===== config.mk =====
export PLATFORM = sky130hd
export DESIGN_NAME = mse_front
export DESIGN_NICKNAME = d
export VERILOG_FILES = /design/src/sv/mips_subset_execute_unit_defines.svh /design/src/sv/mse_pkg.sv /design/src/sv/mse_front.sv
export SDC_FILE = /design/constraint.sdc
export NUM_CORES = 1
export LEC_CHECK = 0
export CORE_ASPECT_RATIO = 0.5
export CORE_MARGIN = 8
export CORE_UTILIZATION = 35
export DETAILED_ROUTE_END_ITERATION = 7
export DONT_BUFFER_PORTS = 1
export MAX_ROUTING_LAYER = met4
export SLEW_MARGIN = 0
export SYNTH_ARGS = -nofsm -noshare
export SYNTH_HDL_FRONTEND = slang
export SYNTH_SLANG_ARGS = --single-unit

===== constraint.sdc =====
create_clock -name clk -period 4.6 [get_ports clk]
set_clock_uncertainty 0.1 [all_clocks]
set_input_delay 0.69 -clock clk [delete_from_list [all_inputs] [get_ports clk]]
set_output_delay 0.69 -clock clk [all_outputs]
set_load 0.005 [all_outputs]

===== src/sv/mips_subset_execute_unit_defines.svh =====
// Assertion macros shared by the execute unit modules.
// Depends on nothing; included by mse_back.sv.
`ifndef MIPS_SUBSET_EXECUTE_UNIT_DEFINES_SVH
`define MIPS_SUBSET_EXECUTE_UNIT_DEFINES_SVH
// Implication checked on every clock edge outside reset.
`define MSE_ASSERT_IMPL(label, clk, rst_n, ante, cons, msg) \
    label: assert property (@(posedge clk) disable iff (!rst_n) (ante) |-> (cons)) \
        else $error(msg);
// Implication with the consequent checked at the following clock edge.
`define MSE_ASSERT_NEXT(label, clk, rst_n, ante, cons, msg) \
    label: assert property (@(posedge clk) disable iff (!rst_n) (ante) |=> (cons)) \
        else $error(msg);
`endif


===== src/sv/mse_pkg.sv =====
// Package of the execute unit: opcodes, status codes and shared types.
// Depends on nothing; used by all execute unit modules.
package mse_pkg;

    localparam int unsigned DATA_WORDS = 1024;
    localparam int unsigned DADDR_W    = $clog2(DATA_WORDS);
    localparam int unsigned QUEUE_DEPTH = 2;

    localparam logic [2:0] ST_OK     = 3'd0;
    localparam logic [2:0] ST_OVF    = 3'd1;
    localparam logic [2:0] ST_ADDR   = 3'd2;
    localparam logic [2:0] ST_UNIMP  = 3'd3;
    localparam logic [2:0] ST_HALT   = 3'd4;

    localparam logic [5:0] OP_SPECIAL = 6'h00;
    localparam logic [5:0] OP_J       = 6'h02;
    localparam logic [5:0] OP_JAL     = 6'h03;
    localparam logic [5:0] OP_BEQ     = 6'h04;
    localparam logic [5:0] OP_BNE     = 6'h05;
    localparam logic [5:0] OP_BLEZ    = 6'h06;
    localparam logic [5:0] OP_BGTZ    = 6'h07;
    localparam logic [5:0] OP_ADDI    = 6'h08;
    localparam logic [5:0] OP_LUI     = 6'h0F;
    localparam logic [5:0] OP_LW      = 6'h23;
    localparam logic [5:0] OP_SW      = 6'h2B;

    localparam logic [5:0] FN_SLL  = 6'h00;
    localparam logic [5:0] FN_SRL  = 6'h02;
    localparam logic [5:0] FN_JR   = 6'h08;
    localparam logic [5:0] FN_MFHI = 6'h10;
    localparam logic [5:0] FN_MFLO = 6'h12;
    localparam logic [5:0] FN_MULT = 6'h18;
    localparam logic [5:0] FN_DIV  = 6'h1A;
    localparam logic [5:0] FN_ADD  = 6'h20;
    localparam logic [5:0] FN_SUB  = 6'h22;
    localparam logic [5:0] FN_AND  = 6'h24;
    localparam logic [5:0] FN_OR   = 6'h25;
    localparam logic [5:0] FN_XOR  = 6'h26;
    localparam logic [5:0] FN_SLT  = 6'h2A;

    localparam logic [1:0] CFG_START_PC  = 2'd0;
    localparam logic [1:0] CFG_HALT_WORD = 2'd1;

    typedef enum logic [4:0] {
        K_HALT, K_ADD, K_SUB, K_ADDI, K_AND, K_OR, K_XOR, K_SLT, K_SLL, K_SRL,
        K_ROTR, K_LUI, K_MULT, K_DIV, K_MFHI, K_MFLO, K_LW, K_SW, K_BEQ, K_BNE,
        K_BGTZ, K_BLEZ, K_J, K_JAL, K_JR, K_UNIMP
    } kind_t;

    // Classified instruction handed from the front to the back.
    typedef struct packed {
        kind_t       kind;
        logic [31:0] word;
    } decoded_t;

    typedef enum logic [2:0] {
        S_IDLE, S_READ, S_EXEC, S_MUL, S_DIV, S_MEM, S_DONE
    } exec_state_t;

    // Status of the iterative multiply/divide unit seen by the sequencer.
    typedef struct packed {
        logic busy;
        logic done;
    } unit_status_t;

endpackage


===== src/sv/mse_front.sv =====
// Front end: accepts instruction words and classifies them into a queue.
// Depends on mse_pkg.
module mse_front (
    input  logic                clk,
    input  logic                rst_n,
    input  logic                valid,
    output logic                stall,
    input  logic [31:0]         instr_word,
    input  logic [31:0]         halt_word,
    output logic                q_valid,
    output mse_pkg::decoded_t   q_item,
    input  logic                q_pop
);
    localparam int unsigned PTR_W = $clog2(mse_pkg::QUEUE_DEPTH);

    mse_pkg::decoded_t              queue_reg [mse_pkg::QUEUE_DEPTH];
    logic [PTR_W-1:0]               wr_ptr_reg, wr_ptr_next;
    logic [PTR_W-1:0]               rd_ptr_reg, rd_ptr_next;
    logic [PTR_W:0]                 count_reg, count_next;
    mse_pkg::decoded_t              classified;
    logic                           push;
    logic [5:0]                     op;
    logic [5:0]                     fn;

    assign op = instr_word[31:26];
    assign fn = instr_word[5:0];

    always_comb
    begin
        classified.word = instr_word;
        classified.kind = mse_pkg::K_UNIMP;
        if (instr_word == halt_word)
        begin
            classified.kind = mse_pkg::K_HALT;
        end
        else if (op == mse_pkg::OP_SPECIAL)
        begin
            unique case (fn)
                mse_pkg::FN_ADD:  classified.kind = mse_pkg::K_ADD;
                mse_pkg::FN_SUB:  classified.kind = mse_pkg::K_SUB;
                mse_pkg::FN_AND:  classified.kind = mse_pkg::K_AND;
                mse_pkg::FN_OR:   classified.kind = mse_pkg::K_OR;
                mse_pkg::FN_XOR:  classified.kind = mse_pkg::K_XOR;
                mse_pkg::FN_SLT:  classified.kind = mse_pkg::K_SLT;
                mse_pkg::FN_SLL:  classified.kind = mse_pkg::K_SLL;
                mse_pkg::FN_SRL:  classified.kind = (instr_word[25:21] == 5'd1) ?
                                      mse_pkg::K_ROTR : mse_pkg::K_SRL;
                mse_pkg::FN_MULT: classified.kind = mse_pkg::K_MULT;
                mse_pkg::FN_DIV:  classified.kind = mse_pkg::K_DIV;
                mse_pkg::FN_MFHI: classified.kind = mse_pkg::K_MFHI;
                mse_pkg::FN_MFLO: classified.kind = mse_pkg::K_MFLO;
                mse_pkg::FN_JR:   classified.kind = mse_pkg::K_JR;
                default:          classified.kind = mse_pkg::K_UNIMP;
            endcase
        end
        else
        begin
            unique case (op)
                mse_pkg::OP_ADDI: classified.kind = mse_pkg::K_ADDI;
                mse_pkg::OP_LUI:  classified.kind = mse_pkg::K_LUI;
                mse_pkg::OP_LW:   classified.kind = mse_pkg::K_LW;
                mse_pkg::OP_SW:   classified.kind = mse_pkg::K_SW;
                mse_pkg::OP_BEQ:  classified.kind = mse_pkg::K_BEQ;
                mse_pkg::OP_BNE:  classified.kind = mse_pkg::K_BNE;
                mse_pkg::OP_BGTZ: classified.kind = mse_pkg::K_BGTZ;
                mse_pkg::OP_BLEZ: classified.kind = mse_pkg::K_BLEZ;
                mse_pkg::OP_J:    classified.kind = mse_pkg::K_J;
                mse_pkg::OP_JAL:  classified.kind = mse_pkg::K_JAL;
                default:          classified.kind = mse_pkg::K_UNIMP;
            endcase
        end
    end

    assign stall   = (count_reg == (PTR_W+1)'(mse_pkg::QUEUE_DEPTH));
    assign push    = valid && !stall;
    assign q_valid = (count_reg != '0);
    assign q_item  = queue_reg[rd_ptr_reg];

    always_comb
    begin
        wr_ptr_next = wr_ptr_reg;
        rd_ptr_next = rd_ptr_reg;
        count_next  = count_reg;
        if (push)
        begin
            wr_ptr_next = wr_ptr_reg + 1'b1;
        end
        if (q_pop && q_valid)
        begin
            rd_ptr_next = rd_ptr_reg + 1'b1;
        end
        if (push && !(q_pop && q_valid))
        begin
            count_next = count_reg + 1'b1;
        end
        else if (!push && q_pop && q_valid)
        begin
            count_next = count_reg - 1'b1;
        end
    end

    always_ff @(posedge clk or negedge rst_n)
    begin
        if (!rst_n)
        begin
            wr_ptr_reg <= '0;
            rd_ptr_reg <= '0;
            count_reg  <= '0;
        end
        else
        begin
            wr_ptr_reg <= wr_ptr_next;
            rd_ptr_reg <= rd_ptr_next;
            count_reg  <= count_next;
        end
    end

    always_ff @(posedge clk)
    begin
        if (push)
        begin
            queue_reg[wr_ptr_reg] <= classified;
        end
    end
endmodule


Word-level counts from Yosys, hierarchy flattened
Memories as Yosys holds them, arrays and structs flattened.
Cells that the tools add are included.

word-level totals
  bits in registers = 4
  bits in writable memories = 74
  bits of input ports = 68
  output and inout port bits = 39
  logic and storage cells = 54
  memories = 1

operators by class
  add/sub/neg operators = 4
  equality and inequality tests = 25
  multiplexer cells = 9
  reduce and logical (&&, ||, !) cells = 12

memories
  memory     words  width  read ports  clocked after memory_dff  wr ports  RTL line         source
  queue_reg  2      37     1           0                         1         mse_front.sv:16  mse_pkg::decoded_t queue_reg [mse_pkg::QUEUE_DEPTH];

operators with widths
  cell                                                                 number
  5-bit case mux with 13 select lines                                  1
  5-bit case mux with 10 select lines                                  1
  6-bit == test (second input constant)                                8
  32-bit == test                                                       1
  6-bit by 3-bit == test with 1-bit output (second input constant)     4
  6-bit by 5-bit == test with 1-bit output (second input constant)     4
  6-bit by 2-bit == test with 1-bit output (second input constant)     3
  6-bit by 4-bit == test with 1-bit output (second input constant)     3
  6-bit logical NOT                                                    2
  5-bit 2-to-1 mux                                                     2
  2-bit 2-to-1 mux                                                     3
  5-bit by 1-bit == test with 1-bit output (second input constant)     1
  1-bit logical AND                                                    5
  2-bit nonzero test                                                   2
  1-bit logical NOT                                                    3
  1-bit adder (second input constant)                                  2
  2-bit by 1-bit adder with 2-bit output (second input constant)       1
  2-bit == test (second input constant)                                1
  1-bit 2-to-1 mux                                                     2
  2-bit by 1-bit subtractor with 2-bit output (second input constant)  1

Depth between registers and ports, before layout
Gate-level depths: netlist (run 1).

  word-level depth = 8
  mapped depth = 6
  mapped depth without buffers = 5

Worst setup path after synthesis (run 1)
Ideal clock, no wire load.

  path kind = input to register
  start point = input port valid
  end point = memory queue_reg[0][0] in the netlist's numbering (enable)
  setup time = 0.431 ns
  arrival time = 2.324 ns
  required time = 4.069 ns
  path slack = 1.745 ns
  cell stages on the path = 2
  path buffers = 0
  path through = nand2_1 > nor2_1

on the way
  cells in the longest elaborated chain, start to end = 3

RTL lines
  item                                    RTL line          source
  start: declaration                      mse_front.sv:6    input logic valid,
  1-bit logical AND                       mse_front.sv:75   assign push = valid && !stall;
  1-bit 2-to-1 mux                        mse_front.sv:120  if (push)
  1-bit 2-to-1 mux (not written as such)  mse_front.sv:122  queue_reg[wr_ptr_reg] <= classified;
  end: declaration                        mse_front.sv:16

No other way between the ends.

==> metrics, run 1 <==
kind of critical path reg2out; most frequent cells in the layout edfxtp_1 (74), mux2_2 (37), xor2_1 (33); vias per cell 5.27; routed via count 2,097; Peak VDD IR 186 uV; outcome finished clean; gr busiest metal met2; CP bufs+invs 0; critical path's top delay family flip-flops; Worst-Margin Slew 1.12 ns; GRT met3 Usage 5.66%; Fin. Hold Viols 0; Critical Path Slowest Stage Cell dfrtp_2; syn nets 323; DIE HEIGHT 88.6 um; CTS Sinks 78; Synth async-reset ratio 5.13%; Routed Wire Length 8590 um; post-synthesis cell type count 41; port bufs 0; Detail Route Antenna Nets 0; Core ar. 10,200 sq um; ANT cells 0; CP arrival 1.79 ns; vias in the first global route 2,150; share of layout cells above drive strength 1 23.6%; # DRC 0; commonest non-fill, non-tap cell in the layout edfxtp_1; Num CTS Buffers 9; largest net degree at the start of global routing 39; Slew Limit Fails 0; RSZ-0062 raised after global routing no; gr ovfl total 0; met2 global-route usage 22.2%; max frequency 388 MHz; sequential area share after synthesis 62.9%; clock latency on the worst-skew pair 0.33 ns; Pre-antenna DRT Iters 4; top_reg_cell synth edfxtp_1; die area 14,300 sq um; post-DP HPWL 6120 um; Root Buffer clkbuf_16; filler cell count 967; row count 26; YS warnings 0; Initial DRC Count 105; WL per Instance 21.6 um; Final min period 2.58 ns; CP startpoint kind flop; Die W 161 um; met1 usage 11.9%; GRT Util Overall 12.4%; antenna violations before repair 0; PD cells 519 nW/um^2; total of max-cap violations 0; Cell Area, Placed 3800 sq um; setup_tns 0 ns; Synth Instances 255; Area growth, synth to finish 11.3%; clock-pin slew on the worst setup and hold paths 0.06 ns; Post-synth EDFFs 74; CTS tree done; Mapped Area 3690 sq um; Crit Path Max Fanout 38; Initial Util 36.0%; Ports 107; Slowest Stage Delay on Critical Path 0.96 ns; first-pass GRT wire length 12,800 um; hold crit path type in2reg; critical path data required time 3.81 ns; Clock Path Buffers 2; Final period util 56.1%; final setup fails 0; Synth Register Bits 78; CP cell instances mux2_2; slew margin rel. 24.9%; fin area 4110 sq um; Avg Cell Area, Syn 14.5 sq um; max reg flops 74; Leakage 1.37 nW; critical path capture point type output port; Final Net Count 321; routability congestion estimate 0.763; CTS HTree Levels 3
[final cells by class]
type                            instances  area [sq um]  share of cell area (%)
Tap cell                              140           175                    4.26
Multi-Input combinational cell        160          1290                    31.4
Timing Repair Buffer                    1          10.0                   0.244
Inverter                                3          11.3                   0.274
Clock inverter                          7          72.6                    1.77
Sequential cell                        78          2320                    56.5
Clock buffer                            9           225                    5.48
[per-stage QoR]
step | util (%) | hold WS (ns) | setup WS (ns) | cells | total power (W)
4_1_cts | 40.1 | 0.326 | 1.98 | 398 | 0.00218
6_report | 40.1 | 0.345 | 2.02 | 398 | 0.00213
3_5_place_dp | 37.1 | 0.295 | 2.13 | 381 | 0.00147
2_1_floorplan | - | 0.294 | 1.75 | 255 | 0.00135
5_1_grt | 40.1 | 0.322 | 1.91 | 398 | 0.00224
3_3_place_gp | 37.1 | 0.295 | 2.24 | 381 | 0.00145
[Yosys cell counts, types with 4 or more instances]
master     n  share of area [%]
nand2b_1   5               0.85
mux2_2    37                 11
buf_2     10                1.4
xor2_1    33                7.8
dfrtp_1    4                2.7
nand2_1    4               0.41
o211ai_1   4               0.81
edfxtp_1  74                 60
a21oi_1    7               0.95
nor3_1     5               0.68
nor4_1    10                1.7
nor2_1    15                1.5
[final timing paths]
check / from / to / slack (ns) / depth (start not counted)
worst max-delay path: rd_ptr_reg / q_item[10] / 2.02 / 1
worst min-delay path: instr_word[2] / queue_reg[0][2] / 0.34 / 0
worst max register to register: count_reg[0] / queue_reg[0][35] / 2.51 / 3
worst min register to register: wr_ptr_reg / wr_ptr_reg / 0.46 / 1
max in group asynchronous: rst_n / rd_ptr_reg / 3.69 / 1
min in group asynchronous: rst_n / wr_ptr_reg / 0.53 / 1
[layer usage]
layer | part of all wire [%] | routed length (um) | vias to the layer above
li1 | - | - | 972
met1 | 37 | 3140 | 1053
met2 | 55 | 4720 | 61
met3 | 7.0 | 602 | 11
met4 | 1.4 | 123 | 0
met5 | 0 | 0 | -
[logic make-up (layout without fill, tap and decap cells)]
logic type | Yosys count | after routing | share of synthesized area (%)
buf+inv | 17 | 20 | 2.37
mux | 40 | 40 | 12.4
flops | 78 | 78 | 62.9
xor+xnor | 35 | 35 | 8.30
compound gates | 30 | 30 | 5.86
simple gates | 55 | 55 | 8.16
[where the power goes]
group	internal (W)	leakage [nW]	switching, W
combinational	0.000192	0.491	0.000199
sequential	0.000940	0.730	0.000104
clock	0.000421	0.144	0.000278
[repair_timing]
| item | CTS | global route |
|---|---|---|
| hold buffers | 1 | 0 |
| endpoints found under the hold margin | 4 | 0 |
| gates resized for setup | 0 | 0 |
| buffers inserted | 0 | 0 |
No activity file was read; power rests on OpenSTA's default activity.
==> run 2: changes to the inputs <==
==> constraint.sdc (replaced) <==
create_clock -name clk -period 2.3 [get_ports clk]
set_clock_uncertainty 0.1 [all_clocks]
set_input_delay 0.345 -clock clk [delete_from_list [all_inputs] [get_ports clk]]
set_output_delay 0.345 -clock clk [all_outputs]
set_load 0.005 [all_outputs]
==> run 2 against run 1 <==
Net effect:
- die area did not move
- register-to-register slack got worse by 1.9 ns
- cell area increased by 8.8%
- global-route usage is 0.15 points higher
- non-clock buffer count up 38
- sequential share of layout area fell by 4.6 points
- flip-flop and latch count did not move
- largest cell class unchanged
- combinational power rose to 2.6 times the previous value
- total power rose by 100%
- sequential power is 90% higher
==> metrics, run 2 (synthesis results as in run 1) <==
Clock Path Buffers 2; max reg flops 74; max frequency 491 MHz; routed via count 2,239; setup_tns 0 ns; hold crit path type in2reg; slew margin rel. 65.9%; share of layout cells above drive strength 1 22.3%; vias per cell 5.14; clock share of power 29.4%; post-DP HPWL 6300 um; P_int 0.00308 W; CP startpoint kind flop; CP arrival 1.59 ns; final setup fails 0; commonest non-fill, non-tap cell in the layout edfxtp_1; Final min period 2.04 ns; Num CTS Buffers 9; Slew Limit Fails 0; r2r endpoint queue_reg[1][17]; # DRC 0; critical path endpoint q_item[32]; critical path data required time 1.86 ns; antenna violations before repair 0; CTS tree done; critical path capture point type output port; Leakage 1.51 nW; Critical Path Source rd_ptr_reg; routability congestion estimate 0.713; Initial DRC Count 164; total of max-cap violations 0; reg2reg start count_reg[0]; DIE HEIGHT 88.6 um; Cells after DPL 387; R2R setup slack 0.58 ns; CTS HTree Levels 3; ANT cells 0; Detail Route Antenna Nets 0; Worst-Margin Slew 0.507 ns; Finished Layout Cells 436; post-CTS setup buffers 0; GRT Util Overall 12.6%; clock latency on the worst-skew pair 0.33 ns; most frequent cells in the layout edfxtp_1 (74), mux2_2 (37), xor2_1 (33), dlygate4sd3_1 (33), nor2_1 (14); gr ovfl total 0; Final period util 88.5%; Core ar. 10,200 sq um; PD cells 953 nW/um^2; Routed Wire Length 8850 um; Fin. Hold Viols 0; CTS Sinks 78; Pre-antenna DRT Iters 4; row count 26; die area 14,300 sq um; Crit Path Max Fanout 17; Initial Util 36.0%; clock-pin slew on the worst setup and hold paths 0.05 ns; Final Net Count 359; Switching Fraction 27.7%; Sequential Power Share 46.4%; Root Buffer clkbuf_16; port bufs 0; Ports 107; outcome finished clean; kind of critical path reg2out; post-cts repair resize count 0; largest net degree at the start of global routing 33; Die W 161 um; Peak VDD IR 327 uV; RSZ-0062 raised after global routing no; hold_buf cts 33; combinational share of power 24.1%; first-pass GRT wire length 13,200 um; sw power 0.00118 W; cell count of the worst reg-to-reg path 3; Area growth, synth to finish 21.0%; vias in the first global route 2,327; WL per Instance 20.3 um
run 2: changes by cell type in the layout (fill, tap and decap cells not counted):
cell           delta
inv_6             -2
bufinv_16         -1
buf_4             +4
buf_12            +2
clkinvlp_4        +3
clkbuf_1          +1
clkinv_4          -1
dlygate4sd3_1    +32
run 2: worst min-delay path by stage:
| stage | start | to | slack, ns | cells past startpoint |
|---|---|---|---|---|
| finish | q_pop | count_reg[1] | 0.03 | 1 |
| global placement | rst_n | count_reg[0] | -0.05 | 0 |
| floorplan | rst_n | count_reg[0] | -0.05 | 0 |
| global route | q_pop | count_reg[1] | 0.03 | 1 |
| detailed placement | rst_n | count_reg[0] | -0.05 | 0 |
| CTS | q_pop | count_reg[1] | 0.02 | 1 |
run 2: cell type report:
cell class / count / area [sq um]
Clock buffer: 10 / 229
Clock inverter: 6 / 38.8
Fill cell: 920 / 5780
Inverter: 3 / 11.3
Multi-Input combinational cell: 160 / 1290
Sequential cell: 78 / 2320
Tap cell: 140 / 175
Timing Repair Buffer: 39 / 400
run 2: worst max-delay path, stage by stage (launching register included):
cell,delay [ns]
dfrtp_2,0.52
buf_4,0.33
mux2_2,0.41
run 2: power groups by stage:
stage / clock, W / combinational, W / sequential [W]
final: 0.00125 / 0.00103 / 0.00198
after global routing: 0.00134 / 0.00112 / 0.00201
after CTS: 0.00129 / 0.00107 / 0.00198
after detailed placement: 0 / 0.00100 / 0.00201
after global placement: 0 / 0.000998 / 0.00200
after floorplan: 0 / 0.000754 / 0.00195
run 2: routing by layer:
metal | GRT usage (%) | vias up | share of wire [%]
met5 | - | - | 0
met4 | 4.92 | 0 | 1.8
met3 | 4.74 | 11 | 6.0
met2 | 22.5 | 72 | 53
met1 | 12.6 | 1114 | 39
li1 | - | 1042 | -
run 2: per-stage QoR:
stage	util [%]	worst slack [ns]	power, W	hold WS [ns]	cell area, sq um
6_report	43.6	0.264	0.00426	0.0330	4470
4_1_cts	43.6	0.194	0.00434	0.0193	4470
3_5_place_dp	37.8	0.161	0.00302	-0.0505	3870
3_3_place_gp	37.8	0.169	0.00299	-0.0505	3870
5_1_grt	43.6	0.174	0.00446	0.0286	4470
2_1_floorplan	-	0.220	0.00271	-0.0506	3700
